## src/rtl/core/fwp_pkg.sv

```systemverilog
`default_nettype none

package fwp_pkg;

  // Table sizes.
  localparam int MaxBands = 8;
  localparam int BandW    = $clog2(MaxBands);
  localparam int CntW     = $clog2(MaxBands + 1);
  localparam int RunDepth = 128;
  localparam int RunIdxW  = $clog2(RunDepth);
  localparam int PairW    = 2 * BandW;

  // Interval limits in 7.8 counter units.
  localparam int MinInterval = 32'h0300;
  localparam int MaxInterval = 32'h7fff;
  localparam int FracW       = 8;

  // Band count after reset.
  localparam logic [3:0] BandCountReset = 4'd8;

  // Word kinds.
  typedef enum logic [1:0] {
    KIND_DATA  = 2'd0,
    KIND_BAND  = 2'd1,
    KIND_SHIFT = 2'd2
  } kind_e;

  // Input word.
  typedef struct packed {
    logic [1:0]         kind;
    logic [7:0]         run_length;
    logic [2:0]         band;
    logic [2:0]         next_band;
    logic [14:0]        write_interval;
    logic signed [15:0] shift_value;
  } fwp_in_t;

  // Result word.
  typedef struct packed {
    logic        has_byte;
    logic [6:0]  counter_byte;
    logic        clipped;
    logic        invalid_run;
    logic [15:0] invalid_total;
  } fwp_out_t;

  // Control carried into the interval stage.
  typedef struct packed {
    logic is_data;
    logic inv;
  } fwp_ctrl_t;

endpackage

`default_nettype wire

```

## src/rtl/core/flux_write_precompensation_core.sv

```systemverilog
// Channel   Dir  Handshake           Word
// in        in   in_valid_i/stall_o  fwp_in_t: data run, band load or shift load
// out       out  out_valid_o/stall_i fwp_out_t: one result per input word
// cfg       in   cfg_valid_i/ready_o band_count, 4 bits; ready is always high
//
// One word is accepted per cycle while in_stall_o is low; its result passes through
// the stage one, stage two and result registers. The pipeline holds two dependent RAM reads:
// the band map, then the interval and shift tables addressed by the band found.
// Reset clears the map valid bits, accumulator, previous band and counter at once;
// there is no clearing pass. The interval and shift tables hold no reset value.
// An output stall holds the result register and backs up into in_stall_o.
`default_nettype none

module flux_write_precompensation_core import fwp_pkg::*; (
  input  wire logic     clk_i,
  input  wire logic     rst_ni,
  input  wire logic     in_valid_i,
  output logic          in_stall_o,
  input  wire fwp_in_t  in_data_i,
  output logic          out_valid_o,
  input  wire logic     out_stall_i,
  output fwp_out_t      out_data_o,
  input  wire logic     cfg_valid_i,
  output logic          cfg_ready_o,
  input  wire logic [3:0] cfg_data_i
);

  // Flow control.
  logic out_ready, s2_adv, s2_free, s1_adv, s1_free, in_acc;
  logic v1_q, v2_q, out_valid_q;
  logic [1:0] kind1_q;
  fwp_ctrl_t ctrl2_q, ctrl1;
  fwp_out_t  out_data_q, res;

  // Configuration.
  logic [3:0] band_count_q;
  logic [CntW-1:0] in_use;

  // Load decode.
  logic band_ok, next_ok, run_ok, map_we, ivl_we, shf_we;
  logic [RunIdxW-1:0] rd_idx;

  // Band resolve.
  logic [BandW-1:0] map_band, cur, prev_band_q;
  logic             map_valid, map_ok, tab_re;
  logic [14:0]        interval;
  logic signed [15:0] shift;

  assign out_ready = !out_valid_q || !out_stall_i;
  assign s2_adv    = v2_q && out_ready;
  assign s2_free   = !v2_q || out_ready;
  assign s1_adv    = v1_q && s2_free;
  assign s1_free   = !v1_q || s2_free;
  assign in_stall_o = !s1_free;
  assign in_acc    = in_valid_i && s1_free;

  // Configuration register; the user must write it only while idle, the block does not enforce this.
  assign cfg_ready_o = 1'b1;
  always_ff @(posedge clk_i or negedge rst_ni) begin
    if (!rst_ni) begin
      band_count_q <= BandCountReset;
    end else if (cfg_valid_i && cfg_ready_o) begin
      band_count_q <= cfg_data_i;
    end
  end

  // Bands in use: zero reads as one, large values as the table size.
  always_comb begin
    if (band_count_q == 4'd0) begin
      in_use = CntW'(1);
    end else if (int'(band_count_q) > MaxBands) begin
      in_use = CntW'(MaxBands);
    end else begin
      in_use = CntW'(band_count_q);
    end
  end

  // Table writes happen when the load word is accepted.
  assign band_ok = int'(in_data_i.band) < MaxBands;
  assign next_ok = int'(in_data_i.next_band) < MaxBands;
  assign run_ok  = int'(in_data_i.run_length) < RunDepth;
  assign map_we  = in_acc && (in_data_i.kind == KIND_BAND) && band_ok && run_ok;
  assign ivl_we  = in_acc && (in_data_i.kind == KIND_BAND) && band_ok;
  assign shf_we  = in_acc && (in_data_i.kind == KIND_SHIFT) && band_ok && next_ok;

  // Data runs beyond the map read its last entry.
  assign rd_idx = run_ok ? in_data_i.run_length[RunIdxW-1:0] : RunIdxW'(RunDepth - 1);

  fwp_band_map u_band_map (
    .clk_i      (clk_i),
    .rst_ni     (rst_ni),
    .wr_en_i    (map_we),
    .wr_idx_i   (in_data_i.run_length[RunIdxW-1:0]),
    .wr_band_i  (BandW'(in_data_i.band)),
    .rd_en_i    (in_acc && (in_data_i.kind == KIND_DATA)),
    .rd_idx_i   (rd_idx),
    .rd_band_o  (map_band),
    .rd_valid_o (map_valid)
  );

  // Stage one: resolve the band; unmapped or unused bands take the last band.
  assign map_ok = map_valid && ({1'b0, map_band} < in_use);
  assign cur    = map_ok ? map_band : BandW'(in_use - CntW'(1));
  assign ctrl1.is_data = (kind1_q == KIND_DATA);
  assign ctrl1.inv     = (kind1_q == KIND_DATA) && !map_ok;
  assign tab_re = s1_adv && ctrl1.is_data;

  // Previous band follows data words in order through stage one.
  always_ff @(posedge clk_i or negedge rst_ni) begin
    if (!rst_ni) begin
      prev_band_q <= '0;
    end else if (tab_re) begin
      prev_band_q <= cur;
    end
  end

  fwp_tables u_tables (
    .clk_i       (clk_i),
    .ivl_we_i    (ivl_we),
    .ivl_waddr_i (BandW'(in_data_i.band)),
    .ivl_wdata_i (in_data_i.write_interval),
    .shf_we_i    (shf_we),
    .shf_waddr_i ({BandW'(in_data_i.band), BandW'(in_data_i.next_band)}),
    .shf_wdata_i (in_data_i.shift_value),
    .re_i        (tab_re),
    .band_i      (cur),
    .pair_i      ({prev_band_q, cur}),
    .interval_o  (interval),
    .shift_o     (shift)
  );

  // Stage two: interval arithmetic.
  fwp_interval_calc u_calc (
    .clk_i      (clk_i),
    .rst_ni     (rst_ni),
    .adv_i      (s2_adv),
    .ctrl_i     (ctrl2_q),
    .interval_i (interval),
    .shift_i    (shift),
    .res_o      (res)
  );

  // Pipeline valid bits and stage control.
  always_ff @(posedge clk_i or negedge rst_ni) begin
    if (!rst_ni) begin
      v1_q        <= 1'b0;
      v2_q        <= 1'b0;
      out_valid_q <= 1'b0;
    end else begin
      if (s1_free) begin
        v1_q <= in_acc;
      end
      if (s2_free) begin
        v2_q <= s1_adv;
      end
      if (out_ready) begin
        out_valid_q <= v2_q;
      end
    end
  end

  always_ff @(posedge clk_i) begin
    if (in_acc) begin
      kind1_q <= in_data_i.kind;
    end
    if (s1_adv) begin
      ctrl2_q <= ctrl1;
    end
    if (s2_adv) begin
      out_data_q <= res;
    end
  end

  assign out_valid_o = out_valid_q;
  assign out_data_o  = out_data_q;

endmodule

`default_nettype wire

```

## src/rtl/core/fwp_ram.sv

```systemverilog
`default_nettype none

// Simple dual-port RAM with one write port and one registered read port.
module fwp_ram #(
  parameter int Width = 8,
  parameter int Depth = 16
) (
  input  wire logic                     clk_i,
  input  wire logic                     we_i,
  input  wire logic [$clog2(Depth)-1:0] waddr_i,
  input  wire logic [Width-1:0]         wdata_i,
  input  wire logic                     re_i,
  input  wire logic [$clog2(Depth)-1:0] raddr_i,
  output logic      [Width-1:0]         rdata_o
);

  logic [Width-1:0] mem_q [Depth];
  logic [Width-1:0] rdata_q;

  // Write port.
  always_ff @(posedge clk_i) begin
    if (we_i) begin
      mem_q[waddr_i] <= wdata_i;
    end
  end

  // Registered read port; the data holds while no read is issued.
  always_ff @(posedge clk_i) begin
    if (re_i) begin
      rdata_q <= mem_q[raddr_i];
    end
  end

  assign rdata_o = rdata_q;

endmodule

`default_nettype wire

```

## src/rtl/core/fwp_band_map.sv

```systemverilog
`default_nettype none

// Run length to band map: band codes in RAM, valid bits in flops.
module fwp_band_map import fwp_pkg::*; (
  input  wire logic               clk_i,
  input  wire logic               rst_ni,
  input  wire logic               wr_en_i,
  input  wire logic [RunIdxW-1:0] wr_idx_i,
  input  wire logic [BandW-1:0]   wr_band_i,
  input  wire logic               rd_en_i,
  input  wire logic [RunIdxW-1:0] rd_idx_i,
  output logic      [BandW-1:0]   rd_band_o,
  output logic                    rd_valid_o
);

  logic [RunDepth-1:0] valid_q;
  logic                rd_valid_q;

  fwp_ram #(
    .Width (BandW),
    .Depth (RunDepth)
  ) u_map_ram (
    .clk_i   (clk_i),
    .we_i    (wr_en_i),
    .waddr_i (wr_idx_i),
    .wdata_i (wr_band_i),
    .re_i    (rd_en_i),
    .raddr_i (rd_idx_i),
    .rdata_o (rd_band_o)
  );

  // Valid bits: all entries are unmapped after reset.
  always_ff @(posedge clk_i or negedge rst_ni) begin
    if (!rst_ni) begin
      valid_q <= '0;
    end else if (wr_en_i) begin
      valid_q[wr_idx_i] <= 1'b1;
    end
  end

  // The valid bit is read alongside the RAM so both arrive together.
  always_ff @(posedge clk_i or negedge rst_ni) begin
    if (!rst_ni) begin
      rd_valid_q <= 1'b0;
    end else if (rd_en_i) begin
      rd_valid_q <= valid_q[rd_idx_i];
    end
  end

  assign rd_valid_o = rd_valid_q;

endmodule

`default_nettype wire

```

## src/rtl/core/fwp_tables.sv

```systemverilog
`default_nettype none

// Band interval table and band pair shift table.
module fwp_tables import fwp_pkg::*; (
  input  wire logic                clk_i,
  input  wire logic                ivl_we_i,
  input  wire logic [BandW-1:0]    ivl_waddr_i,
  input  wire logic [14:0]         ivl_wdata_i,
  input  wire logic                shf_we_i,
  input  wire logic [PairW-1:0]    shf_waddr_i,
  input  wire logic signed [15:0]  shf_wdata_i,
  input  wire logic                re_i,
  input  wire logic [BandW-1:0]    band_i,
  input  wire logic [PairW-1:0]    pair_i,
  output logic      [14:0]         interval_o,
  output logic signed [15:0]       shift_o
);

  logic [15:0] shift_raw;

  fwp_ram #(
    .Width (15),
    .Depth (MaxBands)
  ) u_interval_ram (
    .clk_i   (clk_i),
    .we_i    (ivl_we_i),
    .waddr_i (ivl_waddr_i),
    .wdata_i (ivl_wdata_i),
    .re_i    (re_i),
    .raddr_i (band_i),
    .rdata_o (interval_o)
  );

  fwp_ram #(
    .Width (16),
    .Depth (MaxBands * MaxBands)
  ) u_shift_ram (
    .clk_i   (clk_i),
    .we_i    (shf_we_i),
    .waddr_i (shf_waddr_i),
    .wdata_i (shf_wdata_i),
    .re_i    (re_i),
    .raddr_i (pair_i),
    .rdata_o (shift_raw)
  );

  assign shift_o = signed'(shift_raw);

endmodule

`default_nettype wire

```

## src/rtl/core/fwp_interval_calc.sv

```systemverilog
`default_nettype none

// Accumulator, pair correction, saturation and the invalid run counter.
module fwp_interval_calc import fwp_pkg::*; (
  input  wire logic               clk_i,
  input  wire logic               rst_ni,
  input  wire logic               adv_i,
  input  wire fwp_ctrl_t          ctrl_i,
  input  wire logic [14:0]        interval_i,
  input  wire logic signed [15:0] shift_i,
  output fwp_out_t                res_o
);

  logic [FracW-1:0]   frac_q, frac_d;
  logic signed [17:0] prev_q, prev_d;
  logic [15:0]        inv_cnt_q, inv_cnt_d;

  logic               emit;
  logic signed [18:0] frac_x, ival_x, shift_x, prev_x, acc_sum, corr;
  logic               clip;
  logic [6:0]         cbyte;

  // The previous interval is emitted only once it is positive.
  assign emit    = ctrl_i.is_data && (prev_q > 18'sd0);
  assign frac_x  = signed'({11'd0, frac_q});
  assign ival_x  = signed'({4'd0, interval_i});
  assign shift_x = emit ? {{3{shift_i[15]}}, shift_i} : 19'sd0;
  assign prev_x  = {prev_q[17], prev_q};

  // The shift moves from the previous interval into the current one.
  assign acc_sum = frac_x + ival_x + shift_x;
  assign corr    = prev_x - shift_x;

  // Saturate the corrected interval and keep its integer part.
  always_comb begin
    clip  = 1'b0;
    cbyte = corr[14:8];
    if (corr < 19'(MinInterval)) begin
      clip  = 1'b1;
      cbyte = 7'(MinInterval >> FracW);
    end else if (corr > 19'(MaxInterval)) begin
      clip  = 1'b1;
      cbyte = 7'(MaxInterval >> FracW);
    end
  end

  // Next state for a data word; other words leave it alone.
  always_comb begin
    frac_d    = frac_q;
    prev_d    = prev_q;
    inv_cnt_d = inv_cnt_q;
    if (ctrl_i.is_data) begin
      frac_d = acc_sum[FracW-1:0];
      prev_d = acc_sum[17:0];
      if (ctrl_i.inv && (inv_cnt_q != 16'hffff)) begin
        inv_cnt_d = inv_cnt_q + 16'd1;
      end
    end
  end

  always_ff @(posedge clk_i or negedge rst_ni) begin
    if (!rst_ni) begin
      frac_q    <= '0;
      prev_q    <= '0;
      inv_cnt_q <= '0;
    end else if (adv_i) begin
      frac_q    <= frac_d;
      prev_q    <= prev_d;
      inv_cnt_q <= inv_cnt_d;
    end
  end

  // Result word.
  always_comb begin
    res_o.has_byte      = emit;
    res_o.counter_byte  = emit ? cbyte : 7'd0;
    res_o.clipped       = emit && clip;
    res_o.invalid_run   = ctrl_i.is_data && ctrl_i.inv;
    res_o.invalid_total = inv_cnt_d;
  end

endmodule

`default_nettype wire

```

## config.mk

```make
export PLATFORM = sky130hd
export DESIGN_NAME = flux_write_precompensation_core
export DESIGN_NICKNAME = d
export VERILOG_FILES = /design/src/rtl/core/fwp_pkg.sv /design/src/rtl/core/flux_write_precompensation_core.sv /design/src/rtl/core/fwp_ram.sv /design/src/rtl/core/fwp_band_map.sv /design/src/rtl/core/fwp_tables.sv /design/src/rtl/core/fwp_interval_calc.sv
export SDC_FILE = /design/constraint.sdc
export NUM_CORES = 2
export LEC_CHECK = 0
export ABC_AREA = 1
export BUFFER_PORTS_ARGS = -buffer_cell sky130_fd_sc_hd__buf_2
export CAP_MARGIN = 20
export CORE_MARGIN = 5
export CORE_UTILIZATION = 40
export CTS_CLUSTER_DIAMETER = 40
export DETAILED_ROUTE_END_ITERATION = 10
export PLACE_DENSITY_LB_ADDON = 0.15
export SYNTH_ARGS = -nofsm -noshare
export SYNTH_HDL_FRONTEND = slang
export SYNTH_SLANG_ARGS = --single-unit
```

## constraint.sdc

```tcl
create_clock -name clk_i -period 3.81 [get_ports clk_i]
set_input_delay 0.381 -clock clk_i [delete_from_list [all_inputs] [get_ports clk_i]]
set_output_delay 0.381 -clock clk_i [all_outputs]
set_load 0.05 [all_outputs]
```

# --- Word level (Yosys, flattened, before mapping) ---
# Memories as Yosys holds them, arrays and structs flattened. A register that Yosys moved wholly into a read port is not among the register bits.
# Index checks and enable logic that the tools add are counted.
op_classes:
  reduce_logical: 29
  order_cmp: 9
  n_mux: 21
  bitwise_logic: 2
  add_sub_neg: 5
  n_div: 0
  n_eq_ne: 3
  n_shift: 0
  n_mul: 0
ops:
  columns: ["operator", "count"]
  rows:
  - ["$or 128x128->128", 1]
  - ["$mux 16", 2]
  - ["$gt 19x16->1 const B", 1]
  - ["$lt 19x11->1 const B", 1]
  - ["$mux 19", 1]
  - ["$sub 18x19->19", 1]
  - ["$add 18x18->18", 1]
  - ["$gt 18x1->1 const B", 1]
  - ["$add 16x1->16 const B", 1]
  - ["$add 8x15->16", 1]
  - ["$lt 7x8->1 const B", 2]
  - ["$ne 16x16->1 const B", 1]
  - ["$logic_and 1x1->1", 15]
  - ["$mux 7", 2]
  - ["$mux 1", 10]
  - ["$lt 8x8->1 const B", 1]
  - ["$mux 4", 2]
  - ["$bmux 1 s7", 1]
  - ["$demux 1 s7", 1]
  - ["$ge 7x1->1 const B", 1]
  - ["$logic_not 1->1", 6]
  - ["$gt 4x4->1 const B", 1]
  - ["$logic_not 2->1", 2]
  - ["$logic_not 4->1", 1]
  - ["other kinds (10)", 12]
word_totals:
  in_bits: 56
  mem_count: 3
  ram_bits: 1528
  latch_bits: 0
  ff_bits: 211
  rom_bits: 0
  out_inout_bits: 29
memory_table:
  columns: ["memory", "depth", "word_bits", "read_ports", "rd_ports_with_merged_regs", "write_ports", "line_no", "rtl"]
  rows:
  - ["u_tables.u_shift_ram.mem_q", 64, 16, 1, 1, 1, "fwp_ram.sv:17", "logic [Width-1:0] mem_q [Depth];"]
  - ["u_band_map.u_map_ram.mem_q", 128, 3, 1, 1, 1, "fwp_ram.sv:17", null]
  - ["u_tables.u_interval_ram.mem_q", 8, 15, 1, 1, 1, "fwp_ram.sv:17", null]

# --- Longest topological paths before layout ---
logic_depth:
  depth_word: 9
  depth_mapped: 25
  mapped_depth_nobuf: 24

# --- Hierarchy ---
# Synthesis repeated with hierarchy kept, for this count alone.
unflattened:
  cells_unflattened: 6992
  area_unflattened_um2: 76035.4
modules_own_cells:
  columns: ["mod", "area_per_inst_um2", "cells_each", "instances", "seq_area_each_um2"]
  rows:
  - ["fwp_ram (u_tables.u_shift_ram)", 42259.3, 3517, 1, 31230.0]
  - ["fwp_ram (u_band_map.u_map_ram)", 16198.0, 1463, 1, 11621.1]
  - ["fwp_ram (u_tables.u_interval_ram)", 5766.8, 552, 1, 4053.9]
  - ["fwp_band_map", 5764.3, 611, 1, 3228.1]
  - ["fwp_interval_calc", 4463.0, 727, 1, 850.8]
  - ["flux_write_precompensation_core", 1584.0, 122, 1, 1152.4]

# --- Worst setup path before layout ---
# No wires, ideal clock.
synth_path:
  path_type: "reg2reg"
  start: "reg u_calc.prev_q[1]"
  end: "reg out_data_q (netlist bit out_data_o[20]) (data pin)"
  path_stages_with_launch: 21
  path_buffers: 2
  setup_slack_ps: 425
  t_arrival_ps: 3130
  path_cell_list: "dfrtp_1 inv_1 nand3_1 nor3_1 nand4_1 nand3_1 inv_1 clkbuf_1 clkbuf_1 nand2_1 ha_1 nand2_1 nor3_1 nand2_1 o311ai_0 nand2b_1 nand2_1 nor2_1 nand3b_1 nand3_1 nor2_1"
synth_lines:
  columns: ["item", "line_no", "rtl"]
  rows:
  - ["start, declared", "fwp_interval_calc.sv:15", "logic signed [17:0] prev_q, prev_d;"]
  - ["start signal, assigned", "fwp_interval_calc.sv:68", "prev_q <= prev_d;"]
  - ["end signal, assigned", "flux_write_precompensation_core.sv:170", "out_data_q <= res;"]
  - ["end, declared", "flux_write_precompensation_core.sv:33", "fwp_out_t out_data_q, res;"]

# --- Worst setup path after layout ---
layout_path:
  start: "reg band_count_q[3]"
  end: "reg u_tables.u_shift_ram.rdata_q[14] (netlist: u_tables.u_shift_ram.rdata_o[14]) (read register of u_tables.u_shift_ram.mem_q) (data pin)"
layout_between:
  elab_chain_len: 6
  elab_cells_between_ends: 8
layout_lines:
  columns: ["item", "line_no", "rtl"]
  rows:
  - ["start, declared", "flux_write_precompensation_core.sv:36", "logic [3:0] band_count_q;"]
  - ["start signal, assigned", "flux_write_precompensation_core.sv:61", "band_count_q <= BandCountReset;"]
  - ["start signal, assigned", "flux_write_precompensation_core.sv:63", "band_count_q <= cfg_data_i;"]
  - ["$gt 4x4->1", "flux_write_precompensation_core.sv:71", "end else if (int'(band_count_q) > MaxBands) begin"]
  - ["$mux 4", "flux_write_precompensation_core.sv:71", null]
  - ["$mux 4 (*)", "flux_write_precompensation_core.sv:69", "if (band_count_q == 4'd0) begin"]
  - ["$lt 3x4->1", "flux_write_precompensation_core.sv:102", "assign map_ok = map_valid && ({1'b0, map_band} < in_use);"]
  - ["$logic_and 1x1->1", "flux_write_precompensation_core.sv:102", null]
  - ["$mux 3 (*)", "flux_write_precompensation_core.sv:103", "assign cur = map_ok ? map_band : BandW'(in_use - CntW'(1));"]
  - ["end, declared", "fwp_ram.sv:18", "logic [Width-1:0] rdata_q;"]
# Mark *: on every way between the ends. The rest lies on a longest branch, timed or not.
# A chain may end at the register's enable or synchronous reset.

==> flow_summary.ini <==
[outcome]
outcome = completed

[synth]
synth_fa_ha_area_share_pct = 0.860
yosys.area_share.simple_pct = 17.4
ys_ff_latch = 1765
synthArstFlopShare_pct = 9.80
synth_top_area_share_pct = 62.2
postSynthCellCount = 7140
syn_area_um2 = 76800
syn_nets = 7247
synth_xor_area_share_pct = 0.445
synth_area_leaders = edfxtp_1, nand3_1, nand2_1, dfrtp_1, inv_1
synth_ff_type = edfxtp_1
synth_mux_area_share_pct = 0.0293
yosysTopAreaCell = edfxtp_1
synth_top_family_by_area = simple AND/OR/NAND/NOR gates
ys_seq_area_share_pct = 67.9
ys_warn_count = 0
synthTopCellsByCount = edfxtp_1, nand2_1, nand3_1, inv_1, nor2_1
synth.avg_cell_area_um2 = 10.8
synth.distinct_cells = 48
synth_compound_area_share_pct = 5.76
synth_edf_count = 1592
yosysMostFrequentCell = edfxtp_1

[finish]
seq_area_um2 = 52100
fin_area_um2 = 92100
syn2layout_area_growth_pct = 19.9
fin_nets = 7577
drive_gt1_share_pct = 12.6
multi_input_area_um2 = 19000
finalNonFillerCells = 10211
nFillCells = 17350

[global_routing]
grt_pass1_wl_um = 336000
antenna_found_initial = 14
grt_start_max_net_pins = 93
grt_pass1_vias = 52406
grt_usage_pct = 22.4
gr-total-overflow = 0

[critical_path]
worst_path_most_repeated_cell = nand2_1
critPathMaxFanout = 26
crit_path_cell_trace = inv_1, nand2_1, ha_1, nand2_1, nand2_1, nand2_2, nand3_4, nand2_1, o21ai_4, buf_4, inv_6, buf_12, buf_4, nand3_1, nand3_1, nand3_1, nand3_1, nand2_1
startpoint_type = register
crit_path_max_incr_delay_ns = 0.52
cp-end-kind = register
crit_type = reg -> reg
slowest_stage = dfstp_2
cp.arrival_ns = 4.37
worstPathRequired_ns = 4.47

[sta]
fin_crit_sh_pct = 97.3
worst_pin_slew_ns = 1.19
setup-violations-final = 0
setup_tns_ns = 0
rsz0062_at_grt = false
finalMaxSlewViolations = 0
min_period_ns = 3.71
relSlewSlack_pct = 20.5
layout_setup_ws_ns = 0.104
finalHoldViolations = 0
max_freq_mhz = 270
skew_ns = 0.0731

[power_and_ir_drop]
peakVddDrop_mv = 0.427
pwr-share-clk_pct = 43.9
p_per_area_nw_per_um2 = 645
p_sw_share_pct = 29.7
power_leakage_uw = 0.0373
p_seq_share_pct = 36.7
pwr-share-comb_pct = 19.5
switchingPower_uw = 17700
intPower_uw = 41800

[floorplan]
initial_core_util_pct = 40.3
core_um2 = 191000
row_count = 160
die_x_um = 448
die_h_um = 448
io_pins = 85
die_area_um2 = 201000

[worst_hold_path]
hold_class = in -> async

[placed_design]
dp_hpwl_um = 139000
place_inst = 9631
place_ws_ns = -0.0382
dpl-instance-area_um2 = 81800
portBuffers = 83
gp_congestion = 0.856

[routing]
wl_per_cell_um = 22.3
finalWirelength_um = 228000
detail_route.first_pass.iterations = 5
dr.first_iter.drc_count = 4683
vias_per_cell = 5.23
route.detailed.drc = 0
drtAntennaViolNets = 0
routed-via-count = 53396

[clock_network]
cts_root_buffer = clkbuf_16
clock_sinks = 1765
h-tree-depth = 5
worst_skew_pair.late_latency_ns = 0.92
cts_tree = yes
clk_pin_slew_worst_paths_ns = 0.05
cts_buffer_depth = 4
cts_buffers = 302

[flow_run]
cap_violations = 0
## metrics by stage
step	power, uW	hold WS, ns	utilization, %
2_1_floorplan	28800	0.0854	-
3_3_place_gp	33600	0.438	42.9
3_5_place_dp	33600	0.445	42.9
4_1_cts	59900	0.00438	48.2
5_1_grt	61900	0.0321	48.3
6_report	59500	0.0663	48.3
## logic make-up (layout without fill, tap and decap cells)
| kind of cell | after synthesis | count (layout) |
|---|---|---|
| other cells | 1 | 9 |
| fa+ha+maj | 51 | 51 |
| mux | 2 | 2 |
| compound gates | 771 | 771 |
| xor+xnor | 39 | 39 |
| buf+inv | 1485 | 2037 |
| simple gates | 3026 | 3026 |
| flops | 1765 | 1765 |
## final cells by class
type | count | share of cell area, %
sequential | 1765 | 56.6
multi-input combinational | 3890 | 20.6
clock buffer | 344 | 8.55
inverter | 1083 | 4.43
timing repair buffer | 428 | 4.34
tap | 2511 | 3.41
clock inverter | 182 | 2.06
antenna | 8 | 0.0217
## registers in the layout, summed over array words and instances, names as in the netlist, 4 cells and up
register	count
out_data_o	26
u_tables.u_interval_ram.mem_q	120
u_band_map.valid_q	128
u_band_map.u_map_ram.mem_q	384
u_tables.u_interval_ram.rdata_o	15
u_tables.u_shift_ram.mem_q	1024
u_calc.inv_cnt_q	16
u_tables.u_shift_ram.rdata_o	16
u_calc.prev_q	18
band_count_q	4
## path summary, 6_finish.rpt
kind,start,end,slack [ns],cells after the start
setup / recovery,band_count_q[3]$_DFFE_PN1P_,u_tables.u_shift_ram.rdata_o[14]$_DFFE_PP_,0.10,18
hold / removal,rst_ni,u_band_map.valid_q[11]$_DFFE_PN0P_,0.07,2
setup reg to reg,band_count_q[3]$_DFFE_PN1P_,u_tables.u_shift_ram.rdata_o[14]$_DFFE_PP_,0.10,18
hold reg to reg,u_band_map.valid_q[30]$_DFFE_PN0P_,u_band_map.valid_q[30]$_DFFE_PN0P_,0.45,2
max in group asynchronous,rst_ni,band_count_q[3]$_DFFE_PN1P_,2.67,3
min in group clk_i,in_data_i[7],u_tables.u_shift_ram.mem_q[62][7]$_DFFE_PP_,0.07,1
## cell usage in the layout (no fill, tap or decap), types with 38 or more instances in the layout
| cell type | n |
|---|---|
| edfxtp_1 | 1592 |
| nand2_1 | 1173 |
| nand3_1 | 1153 |
| inv_1 | 1075 |
| nor2_1 | 488 |
| o21ai_0 | 412 |
| clkbuf_16 | 306 |
| buf_4 | 240 |
| dfrtp_1 | 170 |
| a21oi_1 | 104 |
| nand3b_1 | 81 |
| buf_2 | 79 |
| or2_2 | 66 |
| o22ai_1 | 63 |
| buf_12 | 61 |
| o211ai_1 | 52 |
| o221ai_1 | 48 |
| ha_1 | 48 |
| dlygate4sd3_1 | 38 |
## critical path: cells and delay by family (launching register included)
family	cells	cell delay, ns
AND/OR/NAND/NOR	11	1.66
buffers and inverters	5	0.90
AO/OA/AOI/OAI	1	0.11
adder cells (fa/ha/maj)	1	0.24
flip-flops	1	0.52
## layer usage
layer	up-vias	wire length (um)	global-route usage, %
li1	24982	-	-
met4	8	8420	8.50
met3	448	17300	5.50
met5	-	53	0
met1	26217	97000	29.9
met2	1741	105000	35.5
## power by group through the flow
stage	sequential, uW	combinational (uW)	clock [uW]
after floorplan	22200	6600	0
after CTS	21800	11500	26500
after detailed placement	22200	11400	0
final	21800	11600	26100
after global placement	22200	11400	0
after global routing	21800	12600	27500
## timing repair
action | CTS | global route
hold buffers | 38 | 0
endpoints found under the setup margin | 1 | 20
gates resized for setup | 0 | 14
hold endpoints to repair | 314 | 0
pin swaps | 1 | 2
buffers inserted | 1 | 4
No activity file was read; power rests on OpenSTA's default activity.
